[config.mk]
export PLATFORM = sky130hd
export DESIGN_NAME = vfec_decode
export DESIGN_NICKNAME = d
export VERILOG_FILES = /design/src/vfec_pkg.sv /design/src/vfec_decode.sv
export SDC_FILE = /design/constraint.sdc
export NUM_CORES = 1
export LEC_CHECK = 0
export BUFFER_PORTS_ARGS = -buffer_cell sky130_fd_sc_hd__buf_2
export CAP_MARGIN = 20
export CORE_AREA = 2 2 83 85
export DETAILED_ROUTE_END_ITERATION = 16
export DIE_AREA = 0 0 85 87
export PLACE_DENSITY = 0.64
export SLEW_MARGIN = 20
export SYNTH_ARGS = -nofsm -noshare
export SYNTH_HDL_FRONTEND = slang
export SYNTH_SLANG_ARGS = --single-unit
[constraint.sdc]
create_clock -name vclk -period 4
set_input_delay 0.8 -clock vclk [all_inputs]
set_output_delay 0.8 -clock vclk [all_outputs]
set_load 0.02 [all_outputs]
[src/vfec_pkg.sv]
`default_nettype none

package vfec_pkg;

  localparam int ENC_W     = 32;
  localparam int BASE_W    = 15;
  localparam int WIDTH_W   = 4;
  localparam int STATUS_W  = 2;
  localparam int CAP_W     = 32;
  localparam int CFG_IDX_W = 3;
  localparam int NUM_RANGES = 19;

  // status codes
  localparam logic [STATUS_W-1:0] STATUS_OK        = 2'd0;
  localparam logic [STATUS_W-1:0] STATUS_MALFORMED = 2'd1;
  localparam logic [STATUS_W-1:0] STATUS_NOT_IMPL  = 2'd2;

  // register indexes
  localparam logic [CFG_IDX_W-1:0] REG_PIN       = 3'd0;
  localparam logic [CFG_IDX_W-1:0] REG_PRIMARY   = 3'd1;
  localparam logic [CFG_IDX_W-1:0] REG_SECONDARY = 3'd2;
  localparam logic [CFG_IDX_W-1:0] REG_EXIT      = 3'd3;
  localparam logic [CFG_IDX_W-1:0] REG_ENTRY     = 3'd4;

  // width class with 64-bit fields
  localparam logic [1:0] CLASS_64 = 2'd1;
  // field type of exit information
  localparam logic [1:0] TYPE_EXIT_INFO = 2'd1;

  localparam logic [BASE_W-1:0] RANGE_LO [NUM_RANGES] = '{
    15'h0000, 15'h0800, 15'h0c00, 15'h2000, 15'h2010, 15'h201a, 15'h2032, 15'h2400,
    15'h2800, 15'h2c00, 15'h4000, 15'h4400, 15'h4800, 15'h482e, 15'h4c00, 15'h6000,
    15'h6400, 15'h6800, 15'h6c00
  };

  localparam logic [BASE_W-1:0] RANGE_HI [NUM_RANGES] = '{
    15'h0002, 15'h0810, 15'h0c0c, 15'h200c, 15'h2016, 15'h2022, 15'h2032, 15'h2400,
    15'h2810, 15'h2c04, 15'h4022, 15'h440e, 15'h482a, 15'h482e, 15'h4c00, 15'h600e,
    15'h640a, 15'h6826, 15'h6c16
  };

  localparam logic [WIDTH_W-1:0] WIDTH_OF_CLASS [4] = '{4'd2, 4'd8, 4'd4, 4'd8};

  typedef struct packed {
    logic [CAP_W-1:0] pin;
    logic [CAP_W-1:0] primary;
    logic [CAP_W-1:0] secondary;
    logic [CAP_W-1:0] exit_ctl;
    logic [CAP_W-1:0] entry_ctl;
  } caps_t;

  typedef struct packed {
    logic [STATUS_W-1:0] status;
    logic [BASE_W-1:0]   base_encoding;
    logic [WIDTH_W-1:0]  width_bytes;
    logic                read_only;
    logic                upper_half;
    logic                available;
  } result_t;

endpackage

`default_nettype wire

[src/vfec_decode.sv]
`default_nettype none

module vfec_decode (
  input  wire logic [vfec_pkg::ENC_W-1:0] encoding,
  input  wire vfec_pkg::caps_t            caps,
  output vfec_pkg::result_t               result
);
  import vfec_pkg::*;

  logic [BASE_W-1:0] base;
  logic [1:0]        cls;
  logic              high;
  logic              malformed;
  logic              in_range;
  logic              enabled;

  assign malformed = |encoding[ENC_W-1:BASE_W];
  assign cls       = encoding[14:13];
  assign high      = encoding[0];
  assign base      = {encoding[BASE_W-1:1], 1'b0};

  // parallel range compares
  always_comb begin
    in_range = 1'b0;
    for (int i = 0; i < NUM_RANGES; i++) begin
      if (base >= RANGE_LO[i] && base <= RANGE_HI[i]) begin
        in_range = 1'b1;
      end
    end
  end

  // capability gating per field
  always_comb begin
    unique case (base)
      15'h0000: enabled = caps.secondary[5];
      15'h0002,
      15'h2016: enabled = caps.pin[7];
      15'h0810,
      15'h201c,
      15'h201e,
      15'h2020,
      15'h2022: enabled = caps.secondary[9];
      15'h2012,
      15'h401c: enabled = caps.primary[21];
      15'h2014: enabled = caps.secondary[0];
      15'h201a,
      15'h2400: enabled = caps.secondary[1];
      15'h2032: enabled = caps.secondary[25];
      15'h2802: enabled = caps.entry_ctl[2] | caps.exit_ctl[2];
      15'h2804: enabled = caps.entry_ctl[14] | caps.exit_ctl[18];
      15'h2806: enabled = caps.entry_ctl[15] | caps.exit_ctl[20];
      15'h2808: enabled = caps.entry_ctl[13] | caps.exit_ctl[30];
      15'h2c00: enabled = caps.exit_ctl[19];
      15'h2c02: enabled = caps.exit_ctl[21];
      15'h2c04: enabled = caps.exit_ctl[12];
      15'h401e: enabled = caps.primary[31];
      15'h482e: enabled = caps.pin[6];
      default:  enabled = 1'b1;
    endcase
  end

  always_comb begin
    result = '0;
    if (malformed) begin
      result.status = STATUS_MALFORMED;
    end else if ((high && cls != CLASS_64) || !in_range) begin
      result.status = STATUS_NOT_IMPL;
    end else begin
      result.status        = STATUS_OK;
      result.base_encoding = base;
      result.width_bytes   = WIDTH_OF_CLASS[cls];
      result.read_only     = (base[11:10] == TYPE_EXIT_INFO);
      result.upper_half    = high;
      result.available     = enabled;
    end
  end

endmodule

`default_nettype wire

* After elaboration in Yosys (flattened, before gate mapping)
Index checks and enable logic that the tools add are counted.
Word-level totals: memories 0, output and inout bits 24, word-level logic and storage cells 123, RAM bits 0, memory bits (read-only) 0, bits in registers 0, input port bits 192, bits in latches 0
Cells by class: reduce and logical (&&, ||, !) cells 28, divide/modulo/power cells 0, muxes and demuxes 27, multiply operators 0, add/sub/neg operators 0, bitwise logic cells 5, order comparisons 39, shift-type cells 0, equal/unequal tests 24
Operators by type and width (count):
- 14-bit by 13-bit equality test with 1-bit output, second input constant | 17
- 15-bit >= comparator, second input constant | 9
- 15-bit <= comparator, second input constant | 9
- 15-bit by 14-bit >= comparator with 1-bit output, second input constant | 7
- 15-bit by 14-bit <= comparator with 1-bit output, second input constant | 7
- 22-bit 2-to-1 mux | 2
- 14-bit equality test, second input constant | 3
- 15-bit by 12-bit >= comparator with 1-bit output, second input constant | 2
- 15-bit by 12-bit <= comparator with 1-bit output, second input constant | 2
- 1-bit logical AND | 20
- 1-bit 2-to-1 mux | 19
- 17-bit OR reduction | 1
- 1-bit one-hot mux with 16 select lines | 1
- 15-bit by 1-bit >= comparator with 1-bit output, second input constant | 1
- 15-bit by 2-bit <= comparator with 1-bit output, second input constant | 1
- 15-bit logical NOT | 1
- 14-bit by 1-bit equality test with 1-bit output, second input constant | 1
- 14-bit by 11-bit equality test with 1-bit output, second input constant | 1
- 4-bit binary-select mux with 2-bit select | 1
- 4-bit 2-to-1 mux | 2
- 2-bit OR reduction | 3
- 5-bit OR reduction | 1
- 2-bit 2-to-1 mux | 2
- 1-bit OR | 4
- other kinds (6) | 6

* Logic depth before layout (Yosys ltp)
depth after elaboration 25, depth in mapped cells 11, gate-level depth less buffers 7

* Worst setup path before layout
No wires, ideal clock.
path type in2out, start input encoding[10] (netlist name), end output result[20] (netlist name), path buffers 3, setup slack 356 ps, stages on the path 10, data arrival time 2844 ps, data required time 3200 ps, cell sequence buf_2 > or4_4 > nor4_4 > a32o_2 > nand3_1 > a21oi_2 > o31a_1 > buf_4 > and2_1 > buf_4
RTL lines:
- start: declaration | RTL line vfec_decode.sv:4 | input wire logic [vfec_pkg::ENC_W-1:0] encoding,
- end: declaration | RTL line vfec_decode.sv:6 | output vfec_pkg::result_t result

==> impl_metrics.csv <==
group,metric,value,unit
sta,setup_viol,0,
floorplanning,die_h,87,um
global_route,grt_max_degree,18,
cells_and_area,fill_cells,746,
critical_path,worstSetupPathType,"in -> out",
cells_and_area,seq_cells,0,
sta,tns,0,ns
floorplanning,die_area,7400,sq um
sta,min_period_over_period,98.3,%
synthesis,ys_seq_area_share,0,%
cells_and_area,synthToLayoutAreaGrowth,38.5,%
drt,drt_iter0_markers,285,
sta,period_minus_slack,3.93,ns
critical_path,endpoint_kind,"output port",
worst_hold_path,min_path_type,"in -> out",
sta,hold_viol,0,
critical_path,cp_slowest_stage_delay,0.60,ns
sta,maxSlewHeadroom,59.6,%
global_route,track_usage,15.0,%
outcome,outcome,"finished clean",
drt,drcViolationCount,0,
drt,firstDrtPassIters,6,
cells_and_area,seq_area,0,sq um
critical_path,cp_cell_sequence,"buf_2 > nor4_2 > nand4b_1 > o311ai_1 > nor2_1 > nand4_1 > o31a_1 > buf_4 > and3b_1 > buf_2",
power_and_ir_drop,intPower,45.4,uW
drt,finalWirelength,5.89,mm
global_route,grt_pass1_vias,1879,
global_route,grt_overflow,0,
critical_path,worst_ep_arrival_time,3.13,ns
sta,fmax,254,MHz
power_and_ir_drop,p_sw_share,62.0,%
synthesis,syn_area_per_cell,6.05,sq um
critical_path,cp_slowest_cell,"o311ai_1",
critical_path,crit_start,"encoding[11]",
drt,avgViaCountPerCell,5.60,
critical_path,crit_fanout,11,
cells_and_area,antenna_cells,0,
synthesis,synth_area_leader_cell,"nor2_1",
critical_path,crit_required,3.20,ns
synthesis,ys_warn_count,0,
power_and_ir_drop,p_comb_share,100.0,%
critical_path,crit_buf_inv,3,
drt,final_antenna_net_count,0,
sta,finalMaxSlewViolations,0,
cells_and_area,final_net_count,480,
floorplanning,fp.dieW,85,um
power_and_ir_drop,total_power,119,uW
sta,tightest_slew,0.597,ns
power_and_ir_drop,p_switching,74.0,uW
global_route,antenna_found_initial,0,
flow_run,timing.max_cap.violations,0,
place,hpwl,4.60,mm
power_and_ir_drop,peakVddDrop,0.0354,mV
floorplanning,core_region_area,6570,sq um
place,numPortBuffers,69,
synthesis,synth_cell_types,58,
drt,route.detailed.wl_per_inst,16.1,um
synthesis,syn_inst,217,
cells_and_area,clock_buffers,0,
global_route,grt_first_pass_wirelength,9.40,mm
floorplanning,start_util,20.0,%
synthesis,synthTopCellsByArea,"nor2_1, nand3_1, buf_4",
critical_path,cp_common_cell,"buf_2",
drt,via_count,2050,
sta,rsz0062_at_grt,"false",
power_and_ir_drop,leakage,0.000747,uW
place,routabilityCongestion,0.929,
synthesis,synth_top_area_share,7.14,%
power_and_ir_drop,powerDensity,65.6,nW/um^2
worst_hold_path,holdCritStartpoint,"encoding[0]",
power_and_ir_drop,p_clk_share,0,%
floorplanning,io_pins,216,
critical_path,startpoint_type,"input port",
critical_path,path_delay_family,"simple AND/OR/NAND/NOR gates",
power_and_ir_drop,seq_power_share,0,%
synthesis,syn_area,1310,sq um
cells_and_area,drive_gt1_share,36.0,%
cts,postCtsHoldBufs,0,
floorplanning,rows,30,
synth_stat cells (all sizes together) (5+ instances only):
cell type / count
a21oi: 8
clkbuf: 14
nor3: 14
nor2: 25
nand4: 9
nand2: 10
buf: 16
and2: 10
inv: 5
nor4: 10
nor2b: 6
nand3: 18
o21ai: 8
logic make-up (layout without fill, tap and decap cells):
family / Yosys count / count (layout) / share of synthesized area [%]
buffers and inverters: 35 / 98 / 13.3
multiplexers: 2 / 2 / 1.62
other: 1 / 7 / 0.285
AO/OA/AOI/OAI: 49 / 49 / 27.3
AND/OR/NAND/NOR: 130 / 130 / 57.4
what timing repair did:
action / CTS / global route
setup endpoints to repair: 0 / 16
gates resized for setup: 0 / 3
buffers inserted: 0 / 2
worst min-delay path, stage by stage:
cell and delay, ns:
buf_2 0.09, nor4_1 0.04, buf_2 0.15
layout make-up:
| cell class | count | area, sq um | area share [%] |
|---|---|---|---|
| Inverter | 5 | 18.8 | 1.03 |
| Multi-Input combinational cell | 188 | 1170 | 64.6 |
| Tap cell | 80 | 100 | 5.50 |
| Timing Repair Buffer | 93 | 526 | 28.9 |
metal layers:
metal	routed length (um)	up-vias	GRT usage, %
li1	-	948	-
met1	2540	899	22.8
met2	2490	181	23.2
met3	720	22	1.61
met4	133	0	2.16
met5	0	-	0
through the flow:
step | std cells | utilization [%] | instance area [sq um] | setup slack [ns] | hold WS [ns]
floorplan | 223 | - | 1340 | 0.356 | 1.69
global placement | 364 | 27.3 | 1790 | 0.261 | 1.89
detailed placement | 364 | 27.3 | 1790 | 0.183 | 1.89
CTS | 364 | 27.3 | 1790 | 0.172 | 1.89
global route | 366 | 27.7 | 1820 | 0.0285 | 1.92
finish | 366 | 27.7 | 1820 | 0.0669 | 1.89
cells in the final DEF, fill, tap and decap left out, types with 2 or more instances in the layout:
cell type and n:
nand4_1 9, nand3b_1 2, nor4b_1 3, nand4b_1 3
nand2b_1 4, o21ai_0 7, conb_1 7, or4_1 2
nor2_1 25, and3_1 3, a21oi_1 7, nor4_1 8
o2111ai_1 2, a211oi_1 3, and3b_1 2, a2111oi_0 3
nand2_1 10, buf_2 69, o21a_1 2, o22ai_1 2
nor3_1 14, nor2b_1 6, inv_1 5, and2_1 10
nand3_1 18, or3_1 3, o211ai_1 4, buf_4 24
path summary, 6_finish.rpt:
| path | end | cells past startpoint |
|---|---|---|
| hold / removal | result[21] | 3 |
| setup / recovery | result[2] | 10 |
power by group through the flow:
stage / Combinational [uW] / Clock (uW) / Sequential [uW]
2_1_floorplan: 65.6 / 0 / 0
3_3_place_gp: 114 / 0 / 0
3_5_place_dp: 114 / 0 / 0
4_1_cts: 115 / 0 / 0
5_1_grt: 130 / 0 / 0
6_report: 119 / 0 / 0
Note: power is estimated with default switching activity, not from simulation.
